===== config.mk =====
export PLATFORM = sky130hd
export DESIGN_NAME = level_sensor_frame_parser
export DESIGN_NICKNAME = d
export VERILOG_FILES = /design/src/sv/lsfp_pkg.sv /design/src/sv/lsfp_ctrl.sv /design/src/sv/lsfp_datapath.sv /design/src/sv/level_sensor_frame_parser.sv
export SDC_FILE = /design/constraint.sdc
export NUM_CORES = 1
export LEC_CHECK = 0
export ABC_AREA = 0
export CAP_MARGIN = 20
export CORE_AREA = 2 2 181 183
export DETAILED_ROUTE_END_ITERATION = 6
export DIE_AREA = 0 0 183 185
export DONT_BUFFER_PORTS = 1
export PLACE_DENSITY = 0.63
export SYNTH_ARGS = -nofsm -noshare
export SYNTH_HDL_FRONTEND = slang
export SYNTH_SLANG_ARGS = --single-unit

===== constraint.sdc =====
create_clock -name clk -period 7.2 [get_ports clk]
set_input_delay 1.44 -clock clk [delete_from_list [all_inputs] [get_ports clk]]
set_output_delay 1.44 -clock clk [all_outputs]
set_load 0.005 [all_outputs]

===== src/sv/lsfp_pkg.sv =====
// ----------------------------------------------------------------------------
// lsfp_pkg
// Shared types and constants for the level sensor frame parser: frame
// layout, divider size and the command/status bundles between controller
// and datapath.
// ----------------------------------------------------------------------------
package lsfp_pkg;

  // frame layout
  localparam logic [7:0] SYNC_BYTE     = 8'hFF;
  localparam int         FRAME_LEN     = 4;
  localparam logic [1:0] POS_HUNT      = 2'd0;
  localparam logic [1:0] POS_CHECKSUM  = 2'(FRAME_LEN - 1);

  // configuration
  localparam int          HEIGHT_W     = 16;
  localparam logic [15:0] HEIGHT_RESET = 16'd850;

  // level arithmetic: distance * 100 fits in 23 bits
  localparam int DIST_W        = 16;
  localparam int PERCENT_SCALE = 100;
  localparam int DIV_BITS      = 23;
  localparam int DIV_CNT_W     = $clog2(DIV_BITS);
  localparam int COUNT_W       = 32;

  // controller states
  typedef enum logic [1:0] {
    ST_RECV,
    ST_DIV,
    ST_LOAD
  } lsfp_state_t;

  // controller to datapath
  typedef struct packed {
    logic capture;    // store a payload byte
    logic byte_sel;   // 0 high distance byte, 1 low distance byte
    logic check;      // checksum byte: latch verdict, start divider
    logic div_step;   // one restoring division step
    logic load_out;   // write result into output register
  } lsfp_cmd_t;

  // datapath to controller
  typedef struct packed {
    logic is_sync;    // incoming byte is the sync byte
    logic sum_ok;     // incoming byte matches frame checksum
    logic height_zero;
    logic div_last;   // current step is the final division step
    logic out_free;   // output register can take a result this cycle
  } lsfp_stat_t;

endpackage


===== src/sv/lsfp_ctrl.sv =====
// ----------------------------------------------------------------------------
// lsfp_ctrl
// Frame controller: tracks the byte position, hunts for sync, sequences the
// level division and hands the finished result to the output register.
// ----------------------------------------------------------------------------
module lsfp_ctrl
  import lsfp_pkg::*;
(
  input  logic       clk,
  input  logic       rst,
  input  logic       in_xfer,
  input  lsfp_stat_t stat,
  output logic       in_ready,
  output lsfp_cmd_t  cmd
);

  lsfp_state_t state, state_next;
  logic [1:0]  byte_pos, byte_pos_next;

  // state and position registers
  always_ff @(posedge clk) begin
    if (rst) begin
      state    <= ST_RECV;
      byte_pos <= POS_HUNT;
    end else begin
      state    <= state_next;
      byte_pos <= byte_pos_next;
    end
  end

  // next state
  always_comb begin
    state_next = state;
    unique case (state)
      ST_RECV: begin
        if (in_xfer && byte_pos == POS_CHECKSUM) begin
          if (!stat.sum_ok || stat.height_zero) state_next = ST_LOAD;
          else                                   state_next = ST_DIV;
        end
      end
      ST_DIV: begin
        if (stat.div_last) state_next = ST_LOAD;
      end
      ST_LOAD: begin
        if (stat.out_free) state_next = ST_RECV;
      end
      default: state_next = ST_RECV;
    endcase
  end

  // byte position within the frame
  always_comb begin
    byte_pos_next = byte_pos;
    if (in_xfer) begin
      priority if (byte_pos == POS_HUNT) begin
        if (stat.is_sync) byte_pos_next = 2'd1;
      end else if (byte_pos == POS_CHECKSUM) begin
        byte_pos_next = POS_HUNT;
      end else begin
        byte_pos_next = byte_pos + 2'd1;
      end
    end
  end

  // outputs
  always_comb begin
    cmd          = '0;
    in_ready     = 1'b0;
    cmd.byte_sel = byte_pos[1];
    unique case (state)
      ST_RECV: begin
        in_ready    = 1'b1;
        cmd.capture = in_xfer && byte_pos != POS_HUNT && byte_pos != POS_CHECKSUM;
        cmd.check   = in_xfer && byte_pos == POS_CHECKSUM;
      end
      ST_DIV: begin
        cmd.div_step = 1'b1;
      end
      ST_LOAD: begin
        cmd.load_out = stat.out_free;
      end
      default: begin
        in_ready = 1'b0;
      end
    endcase
  end

  // a frame only leaves hunting on the sync byte
  a_sync_entry: assert property (@(posedge clk) disable iff (rst)
    (in_xfer && byte_pos == POS_HUNT && !stat.is_sync) |=> byte_pos == POS_HUNT)
    else $error("left hunt without sync byte");

  // division always runs its full length before the result is loaded
  a_div_len: assert property (@(posedge clk) disable iff (rst)
    (state == ST_LOAD && $past(state) == ST_DIV) |-> $past(stat.div_last))
    else $error("division cut short");

  // no byte taken while a frame result is pending
  a_no_take: assert property (@(posedge clk) disable iff (rst)
    (state != ST_RECV) |-> !in_xfer)
    else $error("byte taken outside receive");

endmodule


===== src/sv/lsfp_datapath.sv =====
// ----------------------------------------------------------------------------
// lsfp_datapath
// Frame datapath: payload byte store, checksum compare, tank height
// register, bit-serial restoring divider for the level, frame counters and
// the output register.
// ----------------------------------------------------------------------------
module lsfp_datapath
  import lsfp_pkg::*;
(
  input  logic                clk,
  input  logic                rst,
  input  logic [7:0]          rx_byte,
  input  logic                cfg_wr_en,
  input  logic [HEIGHT_W-1:0] cfg_wr_data,
  input  lsfp_cmd_t           cmd,
  output lsfp_stat_t          stat,
  input  logic                out_ready,
  output logic                out_valid,
  output logic                out_frame_error,
  output logic [DIST_W-1:0]   out_echo_range,
  output logic [15:0]         out_fill_level,
  output logic [COUNT_W-1:0]  out_valid_count,
  output logic [COUNT_W-1:0]  out_bad_count
);

  logic [HEIGHT_W-1:0]  tank_height;
  logic [7:0]           dist_hi, dist_lo;
  logic [7:0]           sum;
  logic [DIST_W-1:0]    distance;
  logic [DIV_BITS-1:0]  product;

  logic                 frame_error;
  logic                 height_zero;
  logic [HEIGHT_W-1:0]  divisor;
  logic [HEIGHT_W-1:0]  rem;
  logic [DIV_BITS-1:0]  quo;
  logic [DIV_CNT_W-1:0] div_cnt;
  logic [HEIGHT_W:0]    rem_shift;
  logic                 rem_ge;
  logic [HEIGHT_W:0]    rem_diff;
  logic [15:0]          level;

  logic [COUNT_W-1:0]   good_frames, failed_frames;

  // tank height register
  always_ff @(posedge clk) begin
    if (rst) begin
      tank_height <= HEIGHT_RESET;
    end else if (cfg_wr_en) begin
      tank_height <= cfg_wr_data;
    end
  end

  // payload byte store; the first frame byte is always the sync byte
  always_ff @(posedge clk) begin
    if (rst) begin
      dist_hi <= '0;
      dist_lo <= '0;
    end else if (cmd.capture) begin
      if (cmd.byte_sel) dist_lo <= rx_byte;
      else              dist_hi <= rx_byte;
    end
  end

  // checksum and scaled distance
  assign sum      = SYNC_BYTE + dist_hi + dist_lo;
  assign distance = {dist_hi, dist_lo};
  assign product  = DIV_BITS'(distance) * DIV_BITS'(PERCENT_SCALE);

  // restoring division step
  assign rem_shift = {rem, quo[DIV_BITS-1]};
  assign rem_ge    = rem_shift >= {1'b0, divisor};
  assign rem_diff  = rem_shift - {1'b0, divisor};

  always_ff @(posedge clk) begin
    if (cmd.check) begin
      frame_error <= (sum != rx_byte);
      height_zero <= (tank_height == '0);
      divisor     <= tank_height;
      rem         <= '0;
      quo         <= product;
      div_cnt     <= '0;
    end else if (cmd.div_step) begin
      rem     <= rem_ge ? rem_diff[HEIGHT_W-1:0] : rem_shift[HEIGHT_W-1:0];
      quo     <= {quo[DIV_BITS-2:0], rem_ge};
      div_cnt <= div_cnt + 1'b1;
    end
  end

  // saturated level
  always_comb begin
    priority if (frame_error || height_zero) level = '0;
    else if (quo[DIV_BITS-1:16] != '0)       level = '1;
    else                                     level = quo[15:0];
  end

  // frame counters
  always_ff @(posedge clk) begin
    if (rst) begin
      good_frames   <= '0;
      failed_frames <= '0;
    end else if (cmd.load_out) begin
      if (frame_error) failed_frames <= failed_frames + 1'b1;
      else             good_frames   <= good_frames + 1'b1;
    end
  end

  // output register
  always_ff @(posedge clk) begin
    if (rst) begin
      out_valid <= 1'b0;
    end else if (cmd.load_out) begin
      out_valid <= 1'b1;
    end else if (out_ready) begin
      out_valid <= 1'b0;
    end
  end

  always_ff @(posedge clk) begin
    if (cmd.load_out) begin
      out_frame_error <= frame_error;
      out_echo_range  <= frame_error ? '0 : distance;
      out_fill_level  <= level;
      out_valid_count <= frame_error ? good_frames : good_frames + 1'b1;
      out_bad_count   <= frame_error ? failed_frames + 1'b1 : failed_frames;
    end
  end

  // status back to controller
  always_comb begin
    stat.is_sync     = (rx_byte == SYNC_BYTE);
    stat.sum_ok      = (sum == rx_byte);
    stat.height_zero = (tank_height == '0);
    stat.div_last    = (div_cnt == DIV_CNT_W'(DIV_BITS - 1));
    stat.out_free    = !out_valid || out_ready;
  end

  // a result is never loaded over one that has not been taken
  a_no_overwrite: assert property (@(posedge clk) disable iff (rst)
    cmd.load_out |-> (!out_valid || out_ready))
    else $error("output register overwritten");

  // a bad frame reports zero distance and level
  a_bad_zero: assert property (@(posedge clk) disable iff (rst)
    (out_valid && out_frame_error) |-> (out_echo_range == '0 && out_fill_level == '0))
    else $error("bad frame with nonzero payload");

  // exactly one counter moves per delivered frame
  a_count_step: assert property (@(posedge clk) disable iff (rst)
    $past(cmd.load_out) |->
      ((good_frames - $past(good_frames)) + (failed_frames - $past(failed_frames)) == 1))
    else $error("frame counters out of step");

  // zero distance never gives a nonzero level
  a_level_zero: assert property (@(posedge clk) disable iff (rst)
    (out_valid && out_echo_range == '0) |-> out_fill_level == '0)
    else $error("level without distance");

endmodule


===== src/sv/level_sensor_frame_parser.sv =====
// Level sensor frame parser. Takes received sensor bytes on the slave stream,
// hunts for the 0xFF sync byte and collects a four-byte frame (sync, distance
// high, distance low, checksum). Each completed frame gives one transfer on the
// master stream; other bytes give none. The checksum byte of a frame with
// a good checksum and nonzero tank height starts a bit-serial restoring
// divider that gives one quotient bit per cycle; a bad frame or zero height
// skips it. No byte is taken from the checksum byte until the result is
// loaded into the output register; the load waits while that register still
// holds an untaken result. The output register lets the next frame's bytes come in while the
// previous result waits. Write tank_height only while no frame is in flight.
// ----------------------------------------------------------------------------
// level_sensor_frame_parser
// Top level: stream ports, configuration port, controller and datapath.
// ----------------------------------------------------------------------------
module level_sensor_frame_parser
  import lsfp_pkg::*;
(
  input  logic                clk,
  input  logic                rst,
  // configuration: tank height in mm
  input  logic                cfg_wr_en,
  input  logic [HEIGHT_W-1:0] cfg_wr_data,
  // received byte stream
  input  logic                s_axis_tvalid,
  output logic                s_axis_tready,
  input  logic [7:0]          s_axis_tdata,   // [7:0] rx_byte
  // frame result stream
  output logic                m_axis_tvalid,
  input  logic                m_axis_tready,
  output logic [95:0]         m_axis_tdata,   // [15:0] echo_range, [31:16] fill_level,
                                              // [63:32] valid_count, [95:64] bad_count
  output logic                m_axis_tuser    // [0] frame_error
);

  lsfp_cmd_t  cmd;
  lsfp_stat_t stat;
  logic       in_xfer;

  logic [DIST_W-1:0]  echo_range;
  logic [15:0]        fill_level;
  logic [COUNT_W-1:0] valid_count;
  logic [COUNT_W-1:0] bad_count;

  assign in_xfer = s_axis_tvalid && s_axis_tready;

  // frame controller
  lsfp_ctrl u_ctrl (
    .clk      (clk),
    .rst      (rst),
    .in_xfer  (in_xfer),
    .stat     (stat),
    .in_ready (s_axis_tready),
    .cmd      (cmd)
  );

  // frame datapath
  lsfp_datapath u_datapath (
    .clk             (clk),
    .rst             (rst),
    .rx_byte         (s_axis_tdata),
    .cfg_wr_en       (cfg_wr_en),
    .cfg_wr_data     (cfg_wr_data),
    .cmd             (cmd),
    .stat            (stat),
    .out_ready       (m_axis_tready),
    .out_valid       (m_axis_tvalid),
    .out_frame_error (m_axis_tuser),
    .out_echo_range  (echo_range),
    .out_fill_level  (fill_level),
    .out_valid_count (valid_count),
    .out_bad_count   (bad_count)
  );

  // result packing
  assign m_axis_tdata = {bad_count, valid_count, fill_level, echo_range};

endmodule


==> flow_summary_export.csv <==
group,metric,value,unit
outcome,status,"completed",
clock_tree,cts_buffers,28,
worst_setup_path,rr_endpoint,"u_datapath.quo[22]$_DFFE_PP_",
detailed_routing,wl,28470,um
synth,synth_top_area_share,0.3019,
timing,tns,0,ns
clock_tree,clk_latency,0.54,ns
timing,drv_slew,0,
power,ir_worst_vdd,0.0001767,V
clock_tree,cts_htree_levels,1,
power,sw_frac_of_total,0.1950,
synth,syn_area,0.01353,mm2
place,place_congestion,0.8632,
die,die_h,185,um
die,die_w,183,um
timing,hold_viol,0,
power,power.leakage,6.097,nW
synth,synth_warnings,0,
worst_setup_path,rr_worst_depth,13,
synth,async_flop_share,0,
detailed_routing,drc_errors,0,
worst_setup_path,slowest_delay,0.49,ns
flow_run,maxCapViolCount,0,
clock_tree,cts_resized,0,
synth,synth_cells,1319,
synth,synth_commonest_cells,"136 x edfxtp_1, 128 x nor2_1, 124 x dfxtp_1, 99 x inv_1, 99 x nand2_1",
timing,skew,0.01235,ns
clock_tree,cts_root_buffer,"clkbuf_16",
die,rows,66,
power,seqPwrFrac,0.499,
synth,synth-seq-area-share,0.4854,
power,p_switching,0.0006094,W
cells_and_area,multi_input_area,0.006364,mm2
worst_setup_path,critical_path_required,7.48,ns
synth,synth_area_leader_cell,"edfxtp_1",
worst_hold_path,hold_path_class,"reg -> reg",
timing,timing.hold.ws,0.4590,ns
worst_setup_path,cp-end-kind,"flip-flop",
cells_and_area,fillCellCount,2984,
grt,antenna_found_initial,0,
grt,grt_max_degree,102,
detailed_routing,vias,9102,
cells_and_area,final_cells,1732,
cells_and_area,final-seq-area,0.006566,mm2
synth,ys.flop_type,"edfxtp_1",
detailed_routing,drt-pass1-iter-count,5,
cells_and_area,antenna_cells,0,
timing,rsz0062_at_grt,"no",
synth,synth_most_common_cell,"edfxtp_1",
power,clkPwrFrac,0.493,
detailed_routing,ant_nets,0,
worst_setup_path,cp_common_cell,"ha_1",
synth,synth_nets,1449,
worst_setup_path,worstPathMaxFanout,5,
worst_setup_path,r2r_slack,3.57,ns
worst_setup_path,slowest_stage,"fa_1",
place,portBuffers,0,
clock_tree,hold_buffers,0,
place,dp_cells,1678,
synth,synth_seq_cells,260,
cells_and_area,layout-drive-gt1-share,0.05967,
timing,max_freq,275.3,MHz
die,die-area,0.03386,mm2
timing,min_period,3.633,ns
power,combPwrFrac,0.008,
power,p_int,0.002516,W
grt,grt_pass1_wl,46450,um
synth,synth_area_leaders,"edfxtp_1 30%, dfxtp_1 18%, ha_1 8.1%",
timing,setup_violations,0,
cells_and_area,final_nets,1432,
synth,ys_types,67,
worst_setup_path,cp-startpoint,"u_datapath.dist_lo[6]$_SDFFE_PP0P_",
clock_tree,path_clk_slew,0.06,ns
worst_setup_path,r2r_start,"u_datapath.dist_lo[6]$_SDFFE_PP0P_",
worst_setup_path,crit_path_cell_trace,"ha_1 > ha_1 > inv_1 > fa_1 > inv_1 > ha_1 > a21oi_1 > o31ai_1 > o211ai_1 > nand3b_1 > a221oi_1 > xor2_1 > o21ai_0",
grt,grt_pass1_vias,8842,
synth,avgSynthCellArea,10.26,um2
worst_setup_path,crit_end,"u_datapath.quo[22]$_DFFE_PP_",
timing,finalCritPeriodShare,0.5045,
power,power_density,210.0,mW/mm2
cells_and_area,syn2layout_area_growth,10.01,%
die,ioPinCount,128,
worst_setup_path,critPathLaunchType,"flip-flop",
timing,tightestPinTransition,1.069,ns
grt,track_usage,0.1683,
clock_tree,cts.sinks,260,
detailed_routing,vias_per_cell,5.255,
clock_tree,cts_setup_buffers,0,
detailed_routing,drt-initial-drc-count,501,
place,detailed_place_hpwl,19570,um
die,core-area,0.03204,mm2
timing,slew_headroom,0.2873,
worst_setup_path,worst_ep_arrival_time,3.91,ns
grt,overflow,0,
clock_tree,cts_max_path_buffers,3,
detailed_routing,wl_per_cell,16.43,um
worst_setup_path,worstSetupPathType,"reg -> reg",
synth,synth-edff-count,136,
die,start_util,0.4222,
clock_tree,cts_tree,"done",
-- layout by cell type (no fill, tap or decap), types with 5 or more instances in the layout --
cell type,instances
edfxtp_1,136
nor2_1,128
dfxtp_1,124
nand2_1,99
inv_1,98
ha_1,88
xnor2_1,75
xor2_1,75
o21ai_0,62
nand3_1,59
a21oi_1,56
mux2i_1,35
clkbuf_16,28
nand4_1,21
o21a_1,20
or3_1,18
and3_1,15
nor3_1,15
fa_1,13
nand2b_1,9
nor4_1,9
a21o_1,8
nor2b_1,8
a211o_1,7
buf_4,7
o211ai_1,6
bufinv_16,6
and2_1,5
a211oi_1,5
a31oi_1,5
clkinv_1,5
-- worst max-delay path: cells and delay by family (launching register included) --
family	cells	cell delay, ns
XOR/XNOR	1	0.17
AND/OR/NAND/NOR	1	0.13
buffers and inverters	2	0.09
flip-flops	1	0.46
AO/OA/AOI/OAI	5	1.11
adder cells (fa/ha/maj)	4	1.41
-- metrics by stage --
stage,util,setup WS (ns),instance area (um2),total power (W)
final,0.4645,3.567,14880,0.003126
after CTS,0.4638,3.601,14860,0.003162
after detailed placement,0.4327,3.232,13860,0.001615
after global routing,0.4645,3.323,14880,0.003221
after floorplan,-,1.679,13530,0.001619
after global placement,0.4327,3.293,13860,0.001615
-- routing by layer --
layer / track usage / vias up / part of all wire
li1: - / 4563 / -
met1: 0.2244 / 4337 / 0.46
met2: 0.2797 / 171 / 0.46
met3: 0.03795 / 31 / 0.064
met4: 0.03872 / 0 / 0.018
met5: 0 / - / 0
-- final cells by class --
cell class,instances,share of cell area
Multi-Input combinational cell,904,0.4276
Timing Repair Buffer,8,0.004456
Sequential cell,260,0.4412
Tap cell,408,0.03430
Clock buffer,34,0.04994
Inverter,100,0.02539
Clock inverter,18,0.01707
-- how the worst min path moves through the flow --
stage | startpoint | end | slack [ns] | depth (start not counted)
floorplan | u_datapath.tank_height[1]$_SDFFE_PP1P_ | u_datapath.divisor[1]$_DFFE_PP_ | 0.42 | 0
global placement | u_datapath.tank_height[0]$_SDFFE_PP0P_ | u_datapath.divisor[0]$_DFFE_PP_ | 0.45 | 0
detailed placement | u_datapath.tank_height[2]$_SDFFE_PP0P_ | u_datapath.divisor[2]$_DFFE_PP_ | 0.45 | 0
CTS | u_datapath.tank_height[9]$_SDFFE_PP1P_ | u_datapath.divisor[9]$_DFFE_PP_ | 0.46 | 0
global route | u_datapath.tank_height[10]$_SDFFE_PP0P_ | u_datapath.divisor[10]$_DFFE_PP_ | 0.47 | 0
finish | u_datapath.tank_height[9]$_SDFFE_PP1P_ | u_datapath.divisor[9]$_DFFE_PP_ | 0.46 | 0
-- flip-flops by register name (all words and copies together), names as in the netlist, 2 cells and up --
register / cells
u_ctrl.byte_pos: 2
u_ctrl.state: 2
u_datapath.dist_hi: 8
u_datapath.dist_lo: 8
u_datapath.div_cnt: 5
u_datapath.divisor: 16
u_datapath.failed_frames: 32
u_datapath.good_frames: 32
u_datapath.out_bad_count: 32
u_datapath.out_echo_range: 16
u_datapath.out_fill_level: 16
u_datapath.out_valid_count: 32
u_datapath.quo: 23
u_datapath.rem: 16
u_datapath.tank_height: 16
-- logic make-up (layout without fill, tap and decap cells) --
logic type	count (synthesis)	count (layout)	synth area share
mux	37	37	0.02756
buf+inv	155	160	0.04476
flops	260	260	0.4854
compound gates	199	199	0.09110
xor+xnor	150	150	0.09711
simple gates	417	417	0.1534
fa+ha+maj	101	101	0.1006
-- power groups by stage --
| stage | clock [W] | sequential [W] | combinational, W |
|---|---|---|---|
| global route | 0.00163 | 0.00156 | 0.0000285 |
| CTS | 0.00158 | 0.00156 | 0.0000253 |
| finish | 0.00154 | 0.00156 | 0.0000250 |
| floorplan | 0 | 0.00159 | 0.0000305 |
| global placement | 0 | 0.00159 | 0.0000244 |
| detailed placement | 0 | 0.00159 | 0.0000250 |
Power figures use the tool's default switching activity.
